## src/hw/rtl/pidsg_pkg.sv

```systemverilog
// Package for the sample-gated PID controller: widths, config record,
// queue entry type, register indexes and the shared clamp function.
// No dependencies.
package pidsg_pkg;

    localparam int GAIN_FRAC_BITS = 8;
    localparam int DATA_W         = 16;
    localparam int EXT_W          = DATA_W + 1;
    localparam int TIME_W         = 32;
    localparam int PROD_W         = 2 * EXT_W;
    localparam int CALC_W         = PROD_W + 2;
    localparam int INTEG_W        = DATA_W + GAIN_FRAC_BITS;
    localparam int ROUND_HALF     = (1 << GAIN_FRAC_BITS) >> 1;
    localparam int QUEUE_DEPTH    = 4;
    localparam int QPTR_W         = $clog2(QUEUE_DEPTH);
    localparam int QCNT_W         = $clog2(QUEUE_DEPTH + 1);
    localparam int CFG_IDX_W      = 3;

    localparam logic [DATA_W-1:0]        PROP_GAIN_RST  = 16'd256;
    localparam logic signed [DATA_W-1:0] LOW_LIMIT_RST  = -16'sd255;
    localparam logic signed [DATA_W-1:0] HIGH_LIMIT_RST = 16'sd255;
    localparam logic [DATA_W-1:0]        PERIOD_RST     = 16'd50;
    localparam logic signed [DATA_W-1:0] DATA_MIN       = -16'sd32768;
    localparam logic signed [DATA_W-1:0] DATA_MAX       = 16'sd32767;

    typedef enum logic [CFG_IDX_W-1:0] {
        CFG_PROP_GAIN   = 3'd0,
        CFG_INTEG_GAIN  = 3'd1,
        CFG_DERIV_GAIN  = 3'd2,
        CFG_LOW_LIMIT   = 3'd3,
        CFG_HIGH_LIMIT  = 3'd4,
        CFG_PERIOD      = 3'd5,
        CFG_AUTO_MODE   = 3'd6
    } t_cfg_reg;

    typedef logic signed [CALC_W-1:0] t_calc;

    typedef struct packed {
        logic [DATA_W-1:0]        prop_gain;
        logic [DATA_W-1:0]        integ_gain;
        logic [DATA_W-1:0]        deriv_gain;
        logic signed [DATA_W-1:0] low_limit;
        logic signed [DATA_W-1:0] high_limit;
        logic [DATA_W-1:0]        period;
        logic                     auto_mode;
    } t_cfg;

    // one classified sample waiting for the arithmetic
    typedef struct packed {
        logic                     manual;
        logic                     init;
        logic                     compute;
        logic                     direct;
        logic signed [PROD_W-1:0] pp;
        logic signed [PROD_W-1:0] pi;
        logic signed [PROD_W-1:0] pd;
    } t_item;

    typedef struct packed {
        logic manual;
        logic compute;
        logic direct;
    } t_flags;

    // upper bound tested first, so reversed limits give high or low
    function automatic t_calc clamp_q(t_calc x, t_calc lo, t_calc hi);
        t_calc r;
        if (x > hi) begin
            r = hi;
        end else if (x < lo) begin
            r = lo;
        end else begin
            r = x;
        end
        return r;
    endfunction

endpackage

```

## src/hw/rtl/pidsg_queue.sv

```systemverilog
// Short FIFO between the front end and the arithmetic back end.
// Depends on pidsg_pkg.
module pidsg_queue (
    input  logic             i_clk,
    input  logic             i_rst_n,
    input  logic             i_push,
    input  pidsg_pkg::t_item i_item,
    input  logic             i_pop,
    output pidsg_pkg::t_item o_head,
    output logic             o_empty,
    output logic             o_full
);
    import pidsg_pkg::*;

    t_item               r_mem [QUEUE_DEPTH];
    logic [QPTR_W-1:0]   r_wr_ptr, n_wr_ptr;
    logic [QPTR_W-1:0]   r_rd_ptr, n_rd_ptr;
    logic [QCNT_W-1:0]   r_count, n_count;

    always_comb begin
        o_head  = r_mem[r_rd_ptr];
        o_empty = (r_count == '0);
        o_full  = (r_count == QCNT_W'(QUEUE_DEPTH));

        n_wr_ptr = r_wr_ptr;
        n_rd_ptr = r_rd_ptr;
        n_count  = r_count;
        if (i_push) begin
            n_wr_ptr = (r_wr_ptr == QPTR_W'(QUEUE_DEPTH - 1)) ? '0 : r_wr_ptr + 1'b1;
        end
        if (i_pop) begin
            n_rd_ptr = (r_rd_ptr == QPTR_W'(QUEUE_DEPTH - 1)) ? '0 : r_rd_ptr + 1'b1;
        end
        if (i_push && !i_pop) begin
            n_count = r_count + 1'b1;
        end else if (!i_push && i_pop) begin
            n_count = r_count - 1'b1;
        end
    end

    always_ff @(posedge i_clk) begin
        if (!i_rst_n) begin
            r_wr_ptr <= '0;
            r_rd_ptr <= '0;
            r_count  <= '0;
        end else begin
            r_wr_ptr <= n_wr_ptr;
            r_rd_ptr <= n_rd_ptr;
            r_count  <= n_count;
        end
    end

    always_ff @(posedge i_clk) begin
        if (i_push) begin
            r_mem[r_wr_ptr] <= i_item;
        end
    end

endmodule

```

## config.mk

```make
export PLATFORM = sky130hd
export DESIGN_NAME = pidsg_queue
export DESIGN_NICKNAME = d
export VERILOG_FILES = /design/src/hw/rtl/pidsg_pkg.sv /design/src/hw/rtl/pidsg_queue.sv
export SDC_FILE = /design/constraint.sdc
export NUM_CORES = 1
export LEC_CHECK = 0
export BUFFER_PORTS_ARGS = -buffer_cell sky130_fd_sc_hd__clkbuf_2
export CAP_MARGIN = 20
export CORE_ASPECT_RATIO = 2
export CORE_MARGIN = 4
export CORE_UTILIZATION = 40
export CTS_BUF_LIST = sky130_fd_sc_hd__clkbuf_8
export DETAILED_ROUTE_END_ITERATION = 8
export GPL_TIMING_DRIVEN = 0
export PLACE_DENSITY = 0.67
export RECOVER_POWER = 25
export SLEW_MARGIN = 20
export SYNTH_ARGS = -nofsm -noshare
export SYNTH_HDL_FRONTEND = slang
export SYNTH_SLANG_ARGS = --single-unit
```

## constraint.sdc

```tcl
create_clock -name i_clk -period 3.8 [get_ports i_clk]
set_input_delay 0.38 -clock i_clk [delete_from_list [all_inputs] [get_ports i_clk]]
set_output_delay 0.38 -clock i_clk [all_outputs]
set_load 0.01 [all_outputs]
```

==> out/summary.txt, run 1 <==
Status -> finished clean
Hold Buf Count CTS -> 106
Maxcap violations -> 0
Die H -> 288.6 um
Worst hold path depth -> 2
Share of the synthesized area in the top cell type -> 80.86%
Post_cts resized -> 0
WP buf/inv -> 4
I/O Buffers -> 217
Rows -> 102
Post-DP HPWL -> 20200 um
H-tree levels -> 2
Hold_sp -> i_rst_n
Rel. slew slack -> 50.46%
Overall power -> 9835 uW
Worst hold endpoint -> r_count[0]
CTS Buf Count -> 57
Final Wtd Congestion -> 0.7048
CTS root buf -> clkbuf_8
Post-Route WL -> 31470 um
Core footprint -> 0.03880 mm2
Seq/Total Area, Yosys -> 82.00%
Skew final -> 0.01808 ns
CP top delay family -> buffers and inverters
CP Cell Sequence -> buf_2 > buf_2 > buf_2 > mux4_2 > clkbuf_2
Number of global-route vias before repair -> 8490
Initial antenna violation count -> 5
Syn Nets -> 715
Fmax -> 357.9 MHz
Nets -> 1105
R2R depth -> 4
Worst-Skew Late Latency -> 0.60 ns
Final ANT Viol Nets -> 0
Final WS setup -> 1.006 ns
Leading area contributor after synthesis -> edfxtp_1
Post-CTS Setup Inserts -> 0
Grt total ovfl -> 0
Drt pass-1 iters -> 4
Final setup viols -> 0
Peak supply drop -> 0.3708 mV
Clk sinks -> 433
Critical Path AT -> 2.41 ns
HP Class -> input port to register
Max incr delay on CP -> 0.37 ns
Initial Util -> 40.59%
CTS tree -> built
PwrDens -> 496.6 mW/mm2
Setup crit end kind -> primary output
Worst slack, placed -> 1.564 ns
Final Max Slew Viols -> 0
Min cycle time layout -> 2.794 ns
Global Route Usage Sum -> 14.89%
Clock tree buffer depth -> 3
Filler cells -> 3196
Synth top area cells -> edfxtp_1, mux4_2, dfxtp_1, buf_8, ha_1
Reg-to-Reg Start -> r_wr_ptr[0]
Reg2Reg Capture Point -> r_mem[2][75]
Multi-input logic area -> 0.002660 mm2
FF-to-FF setup slack -> 1.95 ns
Vias after detailed routing -> 7503
Hold Vio Cnt, Final -> 0
Worst EP required -> 3.42 ns
Synthesized area per cell -> 26.33 um2
First-pass GRT wire length -> 48090 um
DRC -> 0
#FFs+latches synth -> 433
Chip Width -> 148.3 um
Worst Max-Slew Pin Slew -> 0.7430 ns
Avg WL per Cell -> 20.21 um
Hold slack final -> 0.07516 ns
Register area -> 0.01291 mm2
P_leak -> 0.006666 uW
Reg clk slew, reported paths -> 0.07 ns
Slowest-stage cell, CP -> mux4_2
Most Frequent Cell on Critical Path -> buf_2
Share of cells above drive strength 1 -> 35.04%
Mapped Area -> 0.01575 mm2
Yosys warns -> 0
Post-Layout Cell Count -> 1557
Placed instance count -> 1343
Setup repair after global routing missed its margin -> false
Die ar. -> 0.04280 mm2
Kind of critical path -> register to primary output
Yosys cell types -> 22
Vias/cell -> 4.819
P&R area growth vs syn -> 25.77%
Syn Inst Count -> 598
Crit-path max FO -> 10
Tcrit/Tclk final -> 73.52%
Starting DRC count in detailed routing -> 302
Ports -> 218
Largest net degree at the start of global routing -> 43
Crit start category -> register
[placed cells by master (no fill, tap or decap), types with 3 or more instances in the layout]
cell type,count
clkinvlp_4,3
buf_16,7
buf_2,12
inv_1,22
clkbuf_8,58
nor2b_1,5
clkinv_2,4
clkbuf_1,68
mux2i_1,4
diode_2,4
edfxtp_1,424
dlygate4sd3_1,106
clkbuf_2,155
clkinv_1,15
bufinv_16,4
mux4_2,106
ha_1,6
dfxtp_1,9
buf_8,5
and2_4,4
[metal layers]
| layer | global-route usage, % | vias up | part of all wire, % |
|---|---|---|---|
| li1 | - | 3369 | - |
| met1 | 16.23 | 3869 | 35 |
| met2 | 27.78 | 207 | 57 |
| met3 | 3.030 | 56 | 4.7 |
| met4 | 6.428 | 2 | 3.6 |
| met5 | 0 | - | 0.022 |
[cells in the mapped netlist]
master    number
a21boi_0       1
and2_1         5
buf_2         12
buf_6          1
buf_8          5
clkbuf_1       6
dfxtp_1        9
edfxtp_1     424
fa_1           1
ha_1           6
inv_1          4
mux2i_1        4
mux4_2       106
nor2_1         1
nor2b_1        5
nor3_1         2
nor3b_1        1
o21a_1         1
o21ai_0        1
or3_1          1
xnor2_1        1
xor2_1         1
[worst reg2reg max path: cells and delay by family, from the launching register on]
kind	cells	cell delay, ns
adders and majority gates	1	0.14
DFF	1	0.35
and+or+nand+nor	1	0.57
buffers and inverters	2	0.42
[stage by stage]
step / setup TNS (ns) / area (um2) / utilization [%]
after CTS: 0 / 19870 / 51.22
after floorplan: 0 / 15750 / -
after detailed placement: 0 / 17710 / 45.64
after global placement: -754.38 / 17480 / 45.06
final: 0 / 19800 / 51.04
after global routing: 0 / 19800 / 51.03
[cell type report]
cell class	count	share of cell area (%)
buffer	24	0.8529
multi-input combinational	137	13.43
clock inverter	46	1.548
sequential	433	65.20
timing repair buffer	331	11.52
tap	520	3.285
inverter	4	0.07581
antenna	4	0.05054
clock buffer	58	4.031
[sequential cells by signal, indices dropped and copies added, names as in the netlist, named ones only]
register / count
r_count: 3
r_rd_ptr: 2
r_mem: 424
r_wr_ptr: 2
[worst max-delay path by stage]
stage,startpoint,end,cells past startpoint
3_5_place_dp,register,o_head[77],5
5_1_grt,register,o_head[101],4
2_1_floorplan,r_wr_ptr[0],r_mem[3][0],2
4_1_cts,register,o_head[77],5
3_3_place_gp,i_push,r_mem[1][50],2
6_report,register,o_head[77],5
[cells by family after synthesis]
| family | after synthesis | share of synthesized area (%) |
|---|---|---|
| mux | 110 | 15.42 |
| flops | 433 | 82.00 |
| fa+ha+maj | 7 | 0.6039 |
| xor+xnor | 2 | 0.1113 |
| simple gates | 15 | 0.5721 |
| buf+inv | 28 | 1.168 |
| compound gates | 3 | 0.1271 |
[power breakdown]
part / switching (uW) / leakage (uW) / internal (uW)
Sequential: 46.4 / 0.00397 / 5470
Clock: 1610 / 0.000619 / 1700
Combinational: 528 / 0.00208 / 479
Total: 2190 / 0.00667 / 7650
(Power assumes the default switching activity.)
==> inputs of run 2 (changes only) <==
--- a/config.mk
+++ b/config.mk
@@ -5,6 +5,7 @@
 export SDC_FILE = /design/constraint.sdc
 export NUM_CORES = 1
 export LEC_CHECK = 0
+export ABC_AREA = 1
 export BUFFER_PORTS_ARGS = -buffer_cell sky130_fd_sc_hd__clkbuf_2
 export CAP_MARGIN = 20
 export CORE_ASPECT_RATIO = 2
@@ -13,7 +14,7 @@
 export CTS_BUF_LIST = sky130_fd_sc_hd__clkbuf_8
 export DETAILED_ROUTE_END_ITERATION = 8
 export GPL_TIMING_DRIVEN = 0
-export PLACE_DENSITY = 0.67
+export PLACE_DENSITY = 0.69
 export RECOVER_POWER = 25
 export SLEW_MARGIN = 20
 export SYNTH_ARGS = -nofsm -noshare
==> constraint.sdc (replaced) <==
create_clock -name i_clk -period 2.3 [get_ports i_clk]
set_input_delay 0.23 -clock i_clk [delete_from_list [all_inputs] [get_ports i_clk]]
set_output_delay 0.23 -clock i_clk [all_outputs]
set_load 0.01 [all_outputs]
==> out/summary.txt, run 2 <==
Critical Path AT -> 2.03 ns (-0.38 ns)
CTS root buf -> clkbuf_8
Fmax -> 442.0 MHz
Yosys cell types -> 22 (unchanged)
P&R area growth vs syn -> 31.51%
Crit start category -> register
Final WS setup -> 0.03747 ns (-0.9686 ns)
#FFs+latches synth -> 433 (unchanged)
Final Util -> 53.52% (+2.5 points)
Reg clk slew, reported paths -> 0.07 ns (about the same)
Commonest non-fill, non-tap cell in the layout -> edfxtp_1
Largest net degree at the start of global routing -> 27 (-37%)
Vias after detailed routing -> 10550 (+41%)
Kind of critical path -> register to primary output
Crit-path max FO -> 10 (unchanged)
Chip Width -> 150.1 um (+1.2%)
Final Cell Area -> 0.02124 mm2 (+7.3%)
First-pass GRT wire length -> 64290 um (+34%)
Worst-Skew Late Latency -> 0.62 ns (+0.02 ns)
Syn Nets -> 1200 (+68%)
Number of global-route vias before repair -> 11510 (+36%)
Final Max Slew Viols -> 0 (unchanged)
Most frequent cells in the layout -> edfxtp_1, nor2_1, clkbuf_2
Slowest-stage cell, CP -> dfxtp_4
Leading area contributor after synthesis -> edfxtp_1
Synth top area cells -> edfxtp_1, nor2_1, o21ai_0, o22ai_1, o21ai_1
Avg WL per Cell -> 20.61 um (+2.0%)
Global Route Usage Sum -> 19.19% (+4.3 points)
Top FF cell, synth -> edfxtp_1
HP Class -> input port to register
Core footprint -> 0.03969 mm2 (+2.3%)
Count of flip-flops with a built-in enable after synthesis -> 424 (unchanged)
Die H -> 292.2 um (+1.2%)
Final setup viols -> 0 (unchanged)
Rows -> 103 (+0.98%)
P_leak -> 0.007529 uW (+13%)
Die ar. -> 0.04386 mm2 (+2.5%)
Rel. slew slack -> 55.79% (+5.3 points)
Max incr delay on CP -> 0.38 ns (about the same)
Top reg by flops -> r_mem
Share of cells above drive strength 1 -> 25.60% (-9.4 points)
Top Registers -> r_mem (424), r_count (3)
Clock tree buffer depth -> 3 (unchanged)
Worst Max-Slew Pin Slew -> 0.6617 ns (-0.08136 ns)
Grt total ovfl -> 0 (unchanged)
Vias/cell -> 5.102 (+5.9%)
Nets -> 1609 (+46%)
Final ANT Viol Nets -> 0 (unchanged)
Tcrit/Tclk final -> 98.37%
PwrDens -> 814.0 mW/mm2 (+64%)
Skew final -> 0.01999 ns (+0.001911 ns)
Synthesized area per cell -> 14.92 um2 (-43%)
Ports -> 218 (unchanged)
Yosys warns -> 0 (unchanged)
Worst EP required -> 2.07 ns (-1.35 ns)
Placed standard-cell area -> 0.01830 mm2 (+3.3%)
Peak supply drop -> 0.5865 mV (+58%)
Top post-synthesis cells by count -> edfxtp_1, nor2_1, o21ai_0, o22ai_1, o21ai_1
Starting DRC count in detailed routing -> 619 (+100%)
Maxcap violations -> 0 (unchanged)
Final Wtd Congestion -> 0.7642 (+8.4%)
Min cycle time layout -> 2.263 ns
CP Cell Sequence -> buf_12 > inv_16 > buf_2 > o21ai_0 > o22ai_1 > clkbuf_2
Post-DP HPWL -> 27780 um (+38%)
Initial antenna violation count -> 4 (-1)
Syn Inst Count -> 1083 (+81%)
Setup crit end kind -> primary output
Worst slack, placed -> 0.02745 ns (-1.536 ns)
Largest register FFs -> 424 (unchanged)
Filler cells -> 3299 (+3.2%)
Hold Vio Cnt, Final -> 0 (unchanged)
Status -> finished clean
H-tree levels -> 2 (unchanged)
Setup repair after global routing missed its margin -> true
CTS tree -> built
Drt pass-1 iters -> 5 (+1)
Post-Route WL -> 42620 um (+35%)
DRC -> 0 (unchanged)
Share of the synthesized area in the top cell type -> 78.82% (-2.0 points)
CTS Buf Count -> 58 (+1.8%)
Initial Util -> 40.69% (+0.11 points)
Clk sinks -> 433 (unchanged)
Mapped Area -> 0.01615 mm2 (+2.6%)
I/O Buffers -> 217 (unchanged)
Post-synth ARST share -> 0% (unchanged)
Most common cell in the netlist -> edfxtp_1
Seq/Total Area, Yosys -> 79.94% (-2.1 points)
run 2: cell types whose count changed in the layout (fill, tap and decap cells not counted), moves of 11 or more:
cell,delta
nor2_1,+216
clkbuf_4,+11
o21ai_2,+11
buf_6,+11
o22ai_2,+30
buf_2,+20
o21ai_1,+76
buf_12,+27
o22ai_1,+76
mux4_2,-106
o21ai_0,+127
clkbuf_2,-16
buf_4,+11
run 2: kinds of logic (layout without fill, tap and decap cells):
logic type      after synthesis  in the layout  share of synthesized area, %
xor+xnor                      1              1                       0.05423
buf+inv                      84            540                         3.067
flops                       433            433                         79.94
simple gates                234            234                         5.492
compound gates              324            324                         10.86
other cells                   0              4                             0
fa+ha+maj                     7              7                        0.5887
run 2: worst max-delay path, delay by kind of cell (launching register included):
family                 cells  cell delay (ns)
DFF                        1             0.38
AOI/OAI and AO/OA          2             0.35
buffers and inverters      4             0.67
run 2: layer usage:
| layer | part of all wire, % | track usage, % | up-vias |
|---|---|---|---|
| li1 | - | - | 4935 |
| met1 | 36 | 20.18 | 5209 |
| met2 | 56 | 36.97 | 324 |
| met3 | 4.8 | 3.634 | 82 |
| met4 | 2.8 | 7.151 | 0 |
| met5 | 0 | 0 | - |
run 2: final cells by class:
class / instances / area (um2) / share of cell area [%]
Multi-Input combinational cell: 566 / 2997 / 14.11
Clock inverter: 43 / 330.3 / 1.555
Clock buffer: 64 / 880.8 / 4.147
Sequential cell: 433 / 12920 / 60.83
Timing Repair Buffer: 350 / 2613 / 12.30
Inverter: 16 / 93.84 / 0.4417
Tap cell: 525 / 656.9 / 3.092
Antenna cell: 4 / 10.01 / 0.04712
Buffer: 67 / 739.5 / 3.481
run 2: worst paths after layout:
kind / startpoint / endpoint / slack [ns] / cells after the start
worst max-delay path: register / o_head[9] / 0.04 / 6
worst min register to register: r_wr_ptr[1] / r_wr_ptr[1] / 0.50 / 2
worst min-delay path: i_item[54] / r_mem[1][54] / 0.40 / 2
worst max register to register: r_wr_ptr[1] / r_mem[1][82] / 0.19 / 6
run 2: report_power, final:
part	switching, uW	internal [uW]
registers	91.3	9020
logic	1340	920
clock network	2790	3140
run 2: what timing repair did:
action	4_1_cts	5_1_grt
gates resized for setup	126	72
gates cloned	3	1
setup buffers	3	0
hold endpoints to repair	433	0
setup endpoints to repair	106	57
pin swaps	19	13
hold buffers	109	0
run 2: through the flow:
stage / cells / TNS, ns / hold slack (ns) / total power (uW)
final: 2068 / 0 / 0.3952 / 17290
after global routing: 2066 / -0.5561 / 0.3910 / 18010
after CTS: 2063 / -0.03985 / 0.3238 / 17420
after detailed placement: 1842 / 0 / 0.4487 / 11190
after global placement: 1825 / -724.04 / 0.4405 / 11100
after floorplan: 1083 / -111.31 / 0.3289 / 10230
