$ cat config.mk
export PLATFORM = sky130hd
export DESIGN_NAME = pidsg_back
export DESIGN_NICKNAME = d
export VERILOG_FILES = /design/src/hw/rtl/pidsg_pkg.sv /design/src/hw/rtl/pidsg_back.sv
export SDC_FILE = /design/constraint.sdc
export NUM_CORES = 1
export LEC_CHECK = 0
export BUFFER_PORTS_ARGS = -buffer_cell sky130_fd_sc_hd__clkbuf_2
export CORE_MARGIN = 2
export CORE_UTILIZATION = 55
export DETAILED_ROUTE_END_ITERATION = 12
export PLACE_DENSITY = 0.77
export SLEW_MARGIN = 20
export SYNTH_ARGS = -nofsm -noshare
export SYNTH_HDL_FRONTEND = slang
export SYNTH_SLANG_ARGS = --single-unit
export TNS_END_PERCENT = 5
$ cat constraint.sdc
create_clock -name i_clk -period 8.71 [get_ports i_clk]
set_clock_uncertainty 0.15 [all_clocks]
set_input_delay 1.742 -clock i_clk [delete_from_list [all_inputs] [get_ports i_clk]]
set_output_delay 1.742 -clock i_clk [all_outputs]
set_load 0.01 [all_outputs]
$ cat src/hw/rtl/pidsg_pkg.sv
// Package for the sample-gated PID controller: widths, config record,
// queue entry type, register indexes and the shared clamp function.
// No dependencies.
package pidsg_pkg;

    localparam int GAIN_FRAC_BITS = 8;
    localparam int DATA_W         = 16;
    localparam int EXT_W          = DATA_W + 1;
    localparam int TIME_W         = 32;
    localparam int PROD_W         = 2 * EXT_W;
    localparam int CALC_W         = PROD_W + 2;
    localparam int INTEG_W        = DATA_W + GAIN_FRAC_BITS;
    localparam int ROUND_HALF     = (1 << GAIN_FRAC_BITS) >> 1;
    localparam int QUEUE_DEPTH    = 4;
    localparam int QPTR_W         = $clog2(QUEUE_DEPTH);
    localparam int QCNT_W         = $clog2(QUEUE_DEPTH + 1);
    localparam int CFG_IDX_W      = 3;

    localparam logic [DATA_W-1:0]        PROP_GAIN_RST  = 16'd256;
    localparam logic signed [DATA_W-1:0] LOW_LIMIT_RST  = -16'sd255;
    localparam logic signed [DATA_W-1:0] HIGH_LIMIT_RST = 16'sd255;
    localparam logic [DATA_W-1:0]        PERIOD_RST     = 16'd50;
    localparam logic signed [DATA_W-1:0] DATA_MIN       = -16'sd32768;
    localparam logic signed [DATA_W-1:0] DATA_MAX       = 16'sd32767;

    typedef enum logic [CFG_IDX_W-1:0] {
        CFG_PROP_GAIN   = 3'd0,
        CFG_INTEG_GAIN  = 3'd1,
        CFG_DERIV_GAIN  = 3'd2,
        CFG_LOW_LIMIT   = 3'd3,
        CFG_HIGH_LIMIT  = 3'd4,
        CFG_PERIOD      = 3'd5,
        CFG_AUTO_MODE   = 3'd6
    } t_cfg_reg;

    typedef logic signed [CALC_W-1:0] t_calc;

    typedef struct packed {
        logic [DATA_W-1:0]        prop_gain;
        logic [DATA_W-1:0]        integ_gain;
        logic [DATA_W-1:0]        deriv_gain;
        logic signed [DATA_W-1:0] low_limit;
        logic signed [DATA_W-1:0] high_limit;
        logic [DATA_W-1:0]        period;
        logic                     auto_mode;
    } t_cfg;

    // one classified sample waiting for the arithmetic
    typedef struct packed {
        logic                     manual;
        logic                     init;
        logic                     compute;
        logic                     direct;
        logic signed [PROD_W-1:0] pp;
        logic signed [PROD_W-1:0] pi;
        logic signed [PROD_W-1:0] pd;
    } t_item;

    typedef struct packed {
        logic manual;
        logic compute;
        logic direct;
    } t_flags;

    // upper bound tested first, so reversed limits give high or low
    function automatic t_calc clamp_q(t_calc x, t_calc lo, t_calc hi);
        t_calc r;
        if (x > hi) begin
            r = hi;
        end else if (x < lo) begin
            r = lo;
        end else begin
            r = x;
        end
        return r;
    endfunction

endpackage

$ cat src/hw/rtl/pidsg_back.sv
// Back end: integral update, output sum, clamp and rounding, drive sign.
// Three stages plus the output register. Depends on pidsg_pkg.
module pidsg_back (
    input  logic                                 i_clk,
    input  logic                                 i_rst_n,
    input  pidsg_pkg::t_cfg                      i_cfg,
    input  pidsg_pkg::t_item                     i_head,
    input  logic                                 i_empty,
    output logic                                 o_pop,
    input  logic                                 i_out_stall,
    output logic                                 o_out_valid,
    output logic signed [pidsg_pkg::DATA_W-1:0]  o_drive_value,
    output logic                                 o_computed
);
    import pidsg_pkg::*;

    logic                      adv;
    t_calc                     lo_q, hi_q, clamp0;

    // stage 1
    logic                      r_s1_valid;
    t_item                     r_s1;
    logic signed [INTEG_W-1:0] r_integ, n_integ;
    t_calc                     base, pi_x, integ_sum, integ_new, ppd;

    // stage 2
    logic                      r_s2_valid;
    t_flags                    r_s2_flags;
    t_calc                     r_s2_ppd;
    logic signed [INTEG_W-1:0] r_s2_integ;

    // stage 3
    logic                      r_s3_valid;
    t_flags                    r_s3_flags;
    t_calc                     r_s3_o;
    t_calc                     o_cl, rounded;
    logic signed [DATA_W-1:0]  held_new, held_cur, drive;
    logic signed [DATA_W-1:0]  r_held;

    // output register
    logic                      r_out_valid;
    logic signed [DATA_W-1:0]  r_drive;
    logic                      r_computed;

    assign adv   = ~(r_out_valid & i_out_stall);
    assign o_pop = adv & ~i_empty;

    always_comb begin
        lo_q   = t_calc'(i_cfg.low_limit) <<< GAIN_FRAC_BITS;
        hi_q   = t_calc'(i_cfg.high_limit) <<< GAIN_FRAC_BITS;
        clamp0 = clamp_q('0, lo_q, hi_q);

        // integral: restarts from zero clamped to the limits when auto mode restarts
        base      = r_s1.init ? clamp0 : t_calc'(r_integ);
        pi_x      = t_calc'(r_s1.pi);
        integ_sum = r_s1.direct ? base + pi_x : base - pi_x;
        integ_new = clamp_q(integ_sum, lo_q, hi_q);
        ppd       = r_s1.direct ? t_calc'(r_s1.pp) - t_calc'(r_s1.pd)
                                : t_calc'(r_s1.pd) - t_calc'(r_s1.pp);

        n_integ = r_integ;
        if (r_s1_valid && !r_s1.manual) begin
            if (r_s1.compute) begin
                n_integ = integ_new[INTEG_W-1:0];
            end else if (r_s1.init) begin
                n_integ = clamp0[INTEG_W-1:0];
            end
        end

        // round half up is a floor after adding half an LSB
        o_cl     = clamp_q(r_s3_o, lo_q, hi_q);
        rounded  = (o_cl + t_calc'(ROUND_HALF)) >>> GAIN_FRAC_BITS;
        held_new = rounded[DATA_W-1:0];

        priority if (r_s3_flags.manual) begin
            held_cur = '0;
        end else if (r_s3_flags.compute) begin
            held_cur = held_new;
        end else begin
            held_cur = r_held;
        end

        if (r_s3_flags.direct) begin
            drive = held_cur;
        end else if (held_cur == DATA_MIN) begin
            drive = DATA_MAX;
        end else begin
            drive = -held_cur;
        end
    end

    always_ff @(posedge i_clk) begin
        if (!i_rst_n) begin
            r_s1_valid  <= 1'b0;
            r_s2_valid  <= 1'b0;
            r_s3_valid  <= 1'b0;
            r_out_valid <= 1'b0;
            r_integ     <= '0;
            r_held      <= '0;
        end else if (adv) begin
            r_s1_valid  <= ~i_empty;
            r_s2_valid  <= r_s1_valid;
            r_s3_valid  <= r_s2_valid;
            r_out_valid <= r_s3_valid;
            r_integ     <= n_integ;
            if (r_s3_valid) begin
                r_held <= held_cur;
            end
        end
    end

    always_ff @(posedge i_clk) begin
        if (adv) begin
            r_s1               <= i_head;
            r_s2_flags.manual  <= r_s1.manual;
            r_s2_flags.compute <= r_s1.compute;
            r_s2_flags.direct  <= r_s1.direct;
            r_s2_ppd           <= ppd;
            r_s2_integ         <= integ_new[INTEG_W-1:0];
            r_s3_flags         <= r_s2_flags;
            r_s3_o             <= r_s2_ppd + t_calc'(r_s2_integ);
            r_drive            <= drive;
            r_computed         <= r_s3_flags.compute;
        end
    end

    assign o_out_valid   = r_out_valid;
    assign o_drive_value = r_drive;
    assign o_computed    = r_computed;

endmodule

==> flow_metrics.env, run 1 <==
export IMPL_status="finished, final reports clean"
export IMPL_grt_ovfl_total=0
export IMPL_syn_area_per_cell_um2=9.094
export IMPL_ant_nets=0
export IMPL_slew_viol_final=0
export IMPL_clkLatencyLatePin_ns=0.61
export IMPL_whs_endpoint="r_s3_flags[1]"
export IMPL_holdBufCountCts=0
export IMPL_layout_common_cells="ha_1 (251), a21oi_1 (239), edfxtp_1 (224)"
export IMPL_num_io_pins=226
export IMPL_path_buf_inv=5
export IMPL_viasPerCell=5.956
export IMPL_min_from="r_s2_flags[1]"
export IMPL_cts_clk_slew_worst_paths_ns=0.06
export IMPL_drcViolationCount=0
export IMPL_nNetsFinal=3006
export IMPL_max_freq_ghz=0.1196
export IMPL_holdWs_ns=0.2700
export IMPL_r2r_start="pi_x[0]"
export IMPL_grt_usage=0.2847
export IMPL_wire_per_inst_um=18.63
export IMPL_cts_buffer_depth=3
export IMPL_cp_start_kind="input port"
export IMPL_hold_class="reg -> reg"
export IMPL_grt_busiest_layer="met2"
export IMPL_rr_endpoint="r_integ[21]"
export IMPL_die_h_um=199.4
export IMPL_postSynthNetCount=2772
export IMPL_ys_async_sr_fraction=0
export IMPL_yosys_warnings=0
export IMPL_start_util=0.5575
export IMPL_critical_path_required_ns=9.08
export IMPL_port_buffers=160
export IMPL_area_growth_pct=15.47
export IMPL_gp_congestion=0.9451
export IMPL_synth_fa_ha_area_frac=0.1540
export IMPL_power_density_mw_per_mm2=282.4
export IMPL_end_kind="flop"
export IMPL_grt_max_degree=86
export IMPL_ys_seq_area_frac=0.3623
export IMPL_cpMaxStageDelayCell="or4_1"
export IMPL_cts_buffers=31
export IMPL_maxCapViolCount=0
export IMPL_cp_max_fo=8
export IMPL_peakVddDrop_mv=0.1824
export IMPL_synth_edf_count=224
export IMPL_met2_usage=0.4844
export IMPL_ys_seq_elements=268
export IMPL_htreeDepth=1
export IMPL_drive_above_1_share=0.1551
export IMPL_root_buffer="clkbuf_16"
export IMPL_worstMarginPinSlew_ns=1.141
export IMPL_synth_compound_area_frac=0.2028
export IMPL_fin_crit_sh=0.9596
export IMPL_critPathKind="in -> reg"
export IMPL_grt_pass1_vias=17350
export IMPL_first_iter_violations=1421
export IMPL_period_needed_ns=8.358
export IMPL_rows=71
export IMPL_setup_viol=0
export IMPL_place_inst=3019
export IMPL_hpwl_mm=44.41
export IMPL_rrSetupSlack_ns=0.56
export IMPL_crit_family="simple AND/OR/NAND/NOR gates"
export IMPL_cts_tree="done"
export IMPL_synthFlopType="edfxtp_1"
export IMPL_final_common_cell="ha_1"
export IMPL_wl_mm=57.33
export IMPL_yosysUniqueCellTypes=92
export IMPL_synth_xor_area_frac=0.05923
export IMPL_fill_cells=3187
export IMPL_grtUsageMet1=0.3728
export IMPL_finalHoldViolations=0
export IMPL_clock_sinks=268
export IMPL_drt_pass1_iter_count=6
export IMPL_synth_area_mm2=0.02100
export IMPL_synth_top_family_by_area="compound AO/OA/AOI/OAI gates"
export IMPL_worstPathArrival_ns=8.73
export IMPL_synth_cells=2309
export IMPL_min_path_cells=0
export IMPL_antenna_cells=0
export IMPL_die_area_mm2=0.03976
export IMPL_gr_usage_met3=0.04034
export IMPL_grt_pass1_wl_mm=89.80
export IMPL_core_area_mm2=0.03767
export IMPL_synthSimpleGateAreaFrac=0.1608
export IMPL_fin_area_mm2=0.02425
export IMPL_slew_headroom=0.2394
export IMPL_stdcell_count=3077
export IMPL_num_vias=18330
export IMPL_fp_dieW_um=199.4
export IMPL_ff2ff_path_depth=40
export IMPL_post_dp_cell_area_mm2=0.02302
export IMPL_antenna_found_initial=0
export IMPL_leakage_uw=0.01084
export IMPL_slowest_delay_ns=0.43
export IMPL_synth_mux_area_frac=0.01651
==> routing by layer <==
layer	part of all wire	vias up
li1	-	8899
met3	0.069	142
met1	0.43	8587
met4	0.035	0
met2	0.47	698
met5	0	-
==> repair_timing <==
action,CTS,global route
buffers inserted,1,1
setup endpoints to repair,3,48
gates resized for setup,0,30
pin swaps,1,11
==> state kept, by name, summed over array words and instances, names as in the netlist <==
register,count
r_s3_flags,3
r_s3_o,36
r_s3_valid,1
r_s1,72
o_out_valid,1
r_integ,24
r_s2_valid,1
r_s2_integ,24
r_s1_valid,1
pi_x,34
r_s2_ppd,35
r_held,16
r_s2_flags,3
o_drive_value,16
o_computed,1
==> through the flow <==
step	setup WS (ns)	total power [uW]	TNS [ns]	util
after floorplan	0.3940	4295	0	-
after global placement	-0.4736	5216	-17.37	0.6111
after detailed placement	-0.6221	5340	-23.88	0.6111
after CTS	0.01511	6796	0	0.6408
after global routing	-0.07910	7301	-0.4175	0.6437
final	0.3519	6848	0	0.6437
==> synthesized netlist by cell type (4+ instances only) <==
master	instances	area, um2
and2_1	26	162.7
a311oi_1	5	43.79
a21o_1	60	450.4
nor3b_1	6	45.04
o211ai_1	9	67.56
ha_1	252	3153
xnor2_1	78	683.2
a21oi_1	246	1231
inv_1	160	600.6
o21ai_1	5	25.02
nand4_1	35	219.0
a31oi_1	27	168.9
buf_2	4	20.02
nand2b_1	23	143.9
a31o_2	5	43.79
clkbuf_1	63	236.5
o21bai_1	27	202.7
mux2i_1	29	290.3
dfxtp_1	44	880.8
o2111ai_1	5	43.79
nand3_1	37	185.2
nor3_1	60	300.3
a21boi_0	25	187.7
or4_1	5	37.54
a211oi_1	22	165.2
fa_1	4	80.08
nor2_1	208	780.8
nor4_1	16	100.1
and3_1	15	93.84
or2_2	4	25.02
o21a_1	24	180.2
nor2b_1	36	225.2
xor2_1	64	560.5
o31ai_1	10	75.07
nand2_1	172	645.6
edfxtp_1	224	6726
or3_1	10	62.56
buf_1	8	30.03
mux2_2	5	56.30
nor4b_1	7	61.31
a211o_1	7	61.31
a221oi_1	5	43.79
o21ai_0	144	720.7
a22oi_1	10	75.07
==> worst max-delay path by stage <==
stage          startpoint       endpoint  slack [ns]  cells after the start
2_1_floorplan   i_cfg[48]  r_s2_integ[1]        0.39                     34
3_3_place_gp    i_cfg[37]     r_integ[9]       -0.47                     39
3_5_place_dp    i_cfg[37]    r_integ[21]       -0.62                     39
4_1_cts         i_cfg[37]    r_integ[21]        0.02                     39
5_1_grt         i_cfg[37]    r_integ[23]       -0.08                     39
6_report        i_cfg[37]    r_integ[21]        0.35                     39
==> where the power goes <==
part / leakage, uW / switching [uW] / internal (uW)
registers: 0.00274 / 225 / 1780
clock network: 0.000543 / 565 / 867
logic: 0.00756 / 1950 / 1460
total: 0.0108 / 2740 / 4110
==> cells by family after synthesis <==
| group | Yosys count |
|---|---|
| flip-flops | 268 |
| AND/OR/NAND/NOR | 685 |
| adder cells (fa/ha/maj) | 256 |
| multiplexers | 34 |
| buffers and inverters | 241 |
| XOR/XNOR | 142 |
| AO/OA/AOI/OAI | 683 |
==> layout make-up <==
class / instances / area (um2) / share of cell area
tap: 511 / 639.4 / 0.02637
timing repair buffer: 280 / 1718 / 0.07085
clock inverter: 22 / 312.8 / 0.01290
inverter: 162 / 615.6 / 0.02539
multi-input combinational: 1800 / 12560 / 0.5179
sequential: 268 / 7607 / 0.3138
clock buffer: 34 / 797.0 / 0.03287
(Power assumes the default switching activity.)
==> run 2, diff against run 1 <==
--- a/config.mk
+++ b/config.mk
@@ -6,8 +6,10 @@
 export NUM_CORES = 1
 export LEC_CHECK = 0
 export BUFFER_PORTS_ARGS = -buffer_cell sky130_fd_sc_hd__clkbuf_2
-export CORE_MARGIN = 2
-export CORE_UTILIZATION = 55
+export CELL_PAD_IN_SITES_DETAIL_PLACEMENT = 1
+export CELL_PAD_IN_SITES_GLOBAL_PLACEMENT = 2
+export CORE_MARGIN = 8
+export CORE_UTILIZATION = 34
 export DETAILED_ROUTE_END_ITERATION = 12
 export PLACE_DENSITY = 0.77
 export SLEW_MARGIN = 20
==> run 2 against run 1 <==
Final cell count grew 8.4%. Hold slack improved by 0.0021 ns. Sequential share of layout area fell by 0.38 points. Combinational power hardly changed. Via count shrank 1.2%. Clock power increased by 9%. Worst setup slack lost 0.059 ns. Global-route usage down 9.6 points. Non-clock buffer count is 27 lower. Count of clock-buffer cells in the layout up 5. Die area grew 76%. Register-to-register slack got worse by 0.08 ns. Largest power group unchanged.
==> flow_metrics.env, run 2 (synthesized netlist as in run 1, its figures left out) <==
export IMPL_num_io_pins=226
export IMPL_worstMarginPinSlew_ns=1.018
export IMPL_period_needed_ns=8.417
export IMPL_clkLatencyLatePin_ns=0.55
export IMPL_seq_area_mm2=0.007607
export IMPL_slowest_delay_ns=0.45
export IMPL_fin_area_mm2=0.02454
export IMPL_rr_endpoint="r_s2_integ[17]"
export IMPL_critPathKind="in -> reg"
export IMPL_min_path_cells=0
export IMPL_grt_pass1_wl_mm=106.5
export IMPL_ff2ff_path_depth=35
export IMPL_worstPathArrival_ns=8.56
export IMPL_slew_headroom=0.3216
export IMPL_holdWs_ns=0.2721
export IMPL_rsz0062_at_grt="true"
export IMPL_core_area_mm2=0.06137
export IMPL_cts_buffer_depth=3
export IMPL_slew_viol_final=0
export IMPL_post_dp_cell_area_mm2=0.02314
export IMPL_fill_cells=7098
export IMPL_cp_start_kind="input port"
export IMPL_grt_max_degree=89
export IMPL_grt_usage=0.1889
export IMPL_leakage_uw=0.01078
export IMPL_largest_register="r_s1"
export IMPL_grt_pass1_vias=19340
export IMPL_nNetsFinal=2983
export IMPL_critical_path_required_ns=8.86
export IMPL_finalHoldViolations=0
export IMPL_setup_viol=0
export IMPL_wl_mm=68.29
export IMPL_fp_dieW_um=264.5
export IMPL_top_regs="r_s1 (72), r_s3_o (36), r_s2_ppd (35)"
export IMPL_fin_crit_sh=0.9664
export IMPL_drt_pass1_iter_count=5
export IMPL_root_buffer="clkbuf_16"
export IMPL_cpMaxStageDelayCell="mux2_2"
export IMPL_multi_input_area_mm2=0.01259
export IMPL_power_density_mw_per_mm2=286.1
export IMPL_r2r_start="pi_x[0]"
export IMPL_clock_sinks=268
export IMPL_cts_clk_slew_worst_paths_ns=0.06
export IMPL_htreeDepth=2
export IMPL_wire_per_inst_um=20.48
export IMPL_port_buffers=160
export IMPL_rrSetupSlack_ns=0.48
export IMPL_maxCapViolCount=0
export IMPL_hpwl_mm=54.21
export IMPL_rows=91
export IMPL_crit_top_cell="a21oi_1"
export IMPL_die_h_um=264.5
export IMPL_antenna_found_initial=2
export IMPL_area_growth_pct=16.89
export IMPL_first_iter_violations=727
export IMPL_start_util=0.3421
export IMPL_max_freq_ghz=0.1188
export IMPL_fin_util=0.3999
export IMPL_cts_tree="done"
export IMPL_viasPerCell=5.431
export IMPL_cts_buffers=34
export IMPL_peakVddDrop_mv=0.1395
export IMPL_grt_ovfl_total=0
export IMPL_largest_reg_flops=72
export IMPL_ant_nets=0
export IMPL_cp_max_fo=4
export IMPL_final_common_cell="ha_1"
export IMPL_min_from="r_s2_flags[1]"
export IMPL_holdBufCountCts=0
export IMPL_drcViolationCount=0
export IMPL_layout_common_cells="ha_1 (250), a21oi_1 (239), edfxtp_1 (224)"
export IMPL_status="finished, final reports clean"
export IMPL_whs_endpoint="r_s3_flags[1]"
export IMPL_hold_class="reg -> reg"
export IMPL_end_kind="flop"
export IMPL_drive_above_1_share=0.1475
export IMPL_die_area_mm2=0.06997
export IMPL_gp_congestion=0.8784
export IMPL_num_vias=18110
## run 2: changes by cell type in the layout (fill, tap and decap cells not counted), moves of 3 or more
cell       delta
o21ai_0       +4
buf_4        -28
clkinv_4      -3
clkbuf_16     +4
clkinv_1      +3
o21ai_1       -3
## run 2: worst max path at each step
stage / slack [ns] / startpoint / depth (start not counted) / endpoint
final: 0.29 / i_cfg[37] / 34 / r_s2_integ[17]
after CTS: 0.007 / pi_x[0] / 40 / r_integ[15]
after global routing: -0.06 / i_cfg[42] / 36 / r_s2_integ[17]
after detailed placement: -0.62 / i_cfg[37] / 38 / r_integ[22]
after global placement: -0.39 / i_cfg[33] / 37 / r_integ[21]
after floorplan: 0.39 / i_cfg[48] / 34 / r_s2_integ[1]
## run 2: final cells by class
type,count,area share
Inverter,162,0.02508
Multi-Input combinational cell,1801,0.5131
Clock buffer,39,0.03711
Timing Repair Buffer,253,0.06225
Tap cell,790,0.04027
Clock inverter,20,0.01218
Antenna cell,1,0.0001020
Sequential cell,268,0.3100
## run 2: report_power, final
part | switching, uW | total [uW] | leakage [uW] | internal, uW
sequential | 254 | 2040 | 0.00274 | 1790
combinational | 2000 | 3420 | 0.00745 | 1420
clock | 581 | 1560 | 0.000592 | 984
## run 2: repair_timing
action,4_1_cts,5_1_grt
setup endpoints to repair,44,48
resized for setup,4,26
cloned,0,1
setup buffers,0,4
pin swaps,0,5
## run 2: metal layers
layer | global-route usage | up-vias | wire, um
met5 | 0 | - | 0
met4 | 0.05560 | 0 | 1885
met3 | 0.04114 | 96 | 4315
met2 | 0.3292 | 361 | 32710
met1 | 0.2323 | 8805 | 29380
li1 | - | 8845 | -
## run 2: per-stage QoR
stage                     TNS (ns)  std cells  worst slack (ns)  power [uW]
after floorplan                  0       2309            0.3940        4295
after global placement      -12.01       3268           -0.3870        5274
after detailed placement    -23.05       3268           -0.6224        5412
after CTS                        0       3327          0.007462        7037
after global routing       -0.5245       3333          -0.06414        7528
final                            0       3334            0.2925        7022
## run 2: worst max-delay path: cells and delay by family
kind            cells  cell delay [ns]
buf+inv             4             0.50
mux                 1             0.45
simple gates       11             2.27
fa+ha+maj           3             0.90
xor+xnor            1             0.12
compound gates     14             2.58
==> run 3, diff against run 2 <==
--- a/config.mk
+++ b/config.mk
@@ -11,7 +11,7 @@
 export CORE_MARGIN = 8
 export CORE_UTILIZATION = 34
 export DETAILED_ROUTE_END_ITERATION = 12
-export PLACE_DENSITY = 0.77
+export PLACE_DENSITY = 0.81
 export SLEW_MARGIN = 20
 export SYNTH_ARGS = -nofsm -noshare
 export SYNTH_HDL_FRONTEND = slang
==> run 3 against run 2 <==
Power down 1.4%. Worst setup slack improved by 0.15 ns. Sequential share of layout area up 0.12 points. Global-route usage grew 0.23 points. Flip-flop and latch count did not move. Via count is 0.96% higher. Critical path depth increased by 3. Highest routed layer is now met5. Final cell count increased by 0.15%. Largest cell class unchanged. Die area unchanged. Register-to-register slack better by 0.05 ns. Cell area shrank 0.37%. Non-clock buffer count increased by 1.
==> flow_metrics.env, run 3 (synthesized netlist as in run 1, its figures left out) <==
export IMPL_core_area_mm2=0.06137
export IMPL_hold_class="reg -> reg"
export IMPL_slowest_delay_ns=0.43
export IMPL_num_io_pins=226
export IMPL_cpMaxStageDelayCell="or4_1"
export IMPL_grt_pass1_wl_mm=108.1
export IMPL_wl_mm=68.38
export IMPL_grt_max_degree=88
export IMPL_whs_endpoint="r_s3_flags[1]"
export IMPL_stdcell_count=3339
export IMPL_crit_top_cell="a21oi_1"
export IMPL_maxCapViolCount=0
export IMPL_place_inst=3270
export IMPL_htreeDepth=2
export IMPL_fp_dieW_um=264.5
export IMPL_port_buffers=160
export IMPL_worstPathArrival_ns=8.55
export IMPL_switchingPower_uw=2825
export IMPL_viasPerCell=5.475
export IMPL_ff2ff_path_depth=39
export IMPL_grt_usage=0.1913
export IMPL_hpwl_mm=54.37
export IMPL_largest_register="r_s1"
export IMPL_finalHoldViolations=0
export IMPL_grt_ovfl_total=0
export IMPL_clock_sinks=268
export IMPL_rows=91
export IMPL_power_frac_seq=0.295
export IMPL_largest_reg_flops=72
export IMPL_cts_clk_slew_worst_paths_ns=0.06
export IMPL_cts_buffers=35
export IMPL_dp_slack_ns=-0.4376
export IMPL_root_buffer="clkbuf_16"
export IMPL_cp_max_fo=23
export IMPL_clkLatencyLatePin_ns=0.55
export IMPL_r2r_start="pi_x[0]"
export IMPL_rr_endpoint="r_integ[14]"
export IMPL_start_util=0.3421
export IMPL_min_from="r_s2_flags[1]"
export IMPL_setup_viol=0
export IMPL_gp_congestion=0.8894
export IMPL_drt_pass1_iter_count=5
export IMPL_tns_ns=0
export IMPL_power_frac_clock=0.213
export IMPL_cts_buffer_depth=3
export IMPL_cts_tree="done"
export IMPL_area_growth_pct=16.45
export IMPL_status="finished, final reports clean"
export IMPL_fin_util=0.3984
export IMPL_slew_viol_final=0
export IMPL_num_vias=18280
export IMPL_fill_cells=7050
export IMPL_p_comb_frac=0.492
export IMPL_die_h_um=264.5
export IMPL_antenna_found_initial=2
export IMPL_critical_path_required_ns=9.00
export IMPL_die_area_mm2=0.06997
export IMPL_ant_nets=0
export IMPL_final_common_cell="ha_1"
export IMPL_cp_start_kind="input port"
export IMPL_drive_above_1_share=0.1449
export IMPL_worstMarginPinSlew_ns=1.054
export IMPL_final_setup_worst_slack_ns=0.4438
export IMPL_max_freq_ghz=0.1210
export IMPL_min_path_cells=0
export IMPL_power_density_mw_per_mm2=283.2
export IMPL_first_iter_violations=682
export IMPL_p_sw_frac=0.4081
export IMPL_slew_headroom=0.2929
export IMPL_end_kind="flop"
export IMPL_top_regs="r_s1 (72), r_s3_o (36), r_s2_ppd (35)"
export IMPL_grt_pass1_vias=19540
export IMPL_leakage_uw=0.01072
export IMPL_nNetsFinal=2984
export IMPL_wire_per_inst_um=20.48
export IMPL_rsz0062_at_grt="false"
export IMPL_holdBufCountCts=0
export IMPL_layout_common_cells="ha_1 (250), a21oi_1 (244), edfxtp_1 (224)"
export IMPL_peakVddDrop_mv=0.1445
export IMPL_drcViolationCount=0
export IMPL_p_int_uw=4099
export IMPL_rrSetupSlack_ns=0.53
export IMPL_fin_crit_sh=0.9490
export IMPL_period_needed_ns=8.266
export IMPL_critPathKind="in -> reg"
run 3: changes by cell type in the layout (fill, tap and decap cells not counted), moves of 3 or more:
| cell | before | now |
|---|---|---|
| a21oi_2 | 9 | 4 |
| clkbuf_1 | 2 | 10 |
| bufinv_16 | 8 | 4 |
| o21ai_0 | 140 | 143 |
| a21oi_1 | 239 | 244 |
| o21ai_1 | 9 | 5 |
run 3: layer usage:
layer / track usage / routed length [um] / vias up
met5: 0 / 13 / -
met4: 0.06630 / 2307 / 2
met3: 0.03160 / 2847 / 129
met2: 0.3277 / 32530 / 353
met1: 0.2423 / 30680 / 8950
li1: - / - / 8847
run 3: cell type report:
type                       count  area (um2)  share of cell area
clock buffer                  48       977.2             0.03996
tap                          790       988.4             0.04042
clock inverter                15       170.2            0.006959
inverter                     162       615.6             0.02518
multi-input combinational   1800       12560              0.5135
timing repair buffer         254        1531             0.06263
antenna                        2       5.005           0.0002047
sequential                   268        7607              0.3111
run 3: worst max path at each step:
stage,cells after the start,start,to
6_report,37,i_cfg[33],r_integ[14]
5_1_grt,39,pi_x[0],r_integ[14]
4_1_cts,37,i_cfg[33],r_integ[14]
3_5_place_dp,37,i_cfg[33],r_integ[14]
3_3_place_gp,37,i_cfg[48],r_integ[22]
2_1_floorplan,34,i_cfg[48],r_s2_integ[1]
run 3: timing repair:
item                       CTS  global route
gates resized for setup      0            23
buffers inserted             0             4
setup endpoints to repair    0            48
run 3: through the flow:
stage	instance area, um2	hold slack, ns	total power [uW]
floorplan	21000	0.2503	4295
global placement	23170	0.2542	5273
detailed placement	23170	0.2571	5432
CTS	24320	0.2702	6973
global route	24450	0.2846	7431
finish	24450	0.2671	6924
run 3: worst max-delay path, delay by kind of cell:
family | cells | cell delay, ns
compound gates | 15 | 2.45
xor+xnor | 1 | 0.12
fa+ha+maj | 3 | 0.97
buf+inv | 5 | 0.66
mux | 1 | 0.40
simple gates | 12 | 2.19
run 3: power by group through the flow:
stage / clock (uW) / sequential [uW] / combinational, uW
floorplan: 0 / 1930 / 2370
global placement: 0 / 2050 / 3220
detailed placement: 0 / 2060 / 3380
CTS: 1530 / 2040 / 3410
global route: 1580 / 2060 / 3790
finish: 1470 / 2040 / 3410
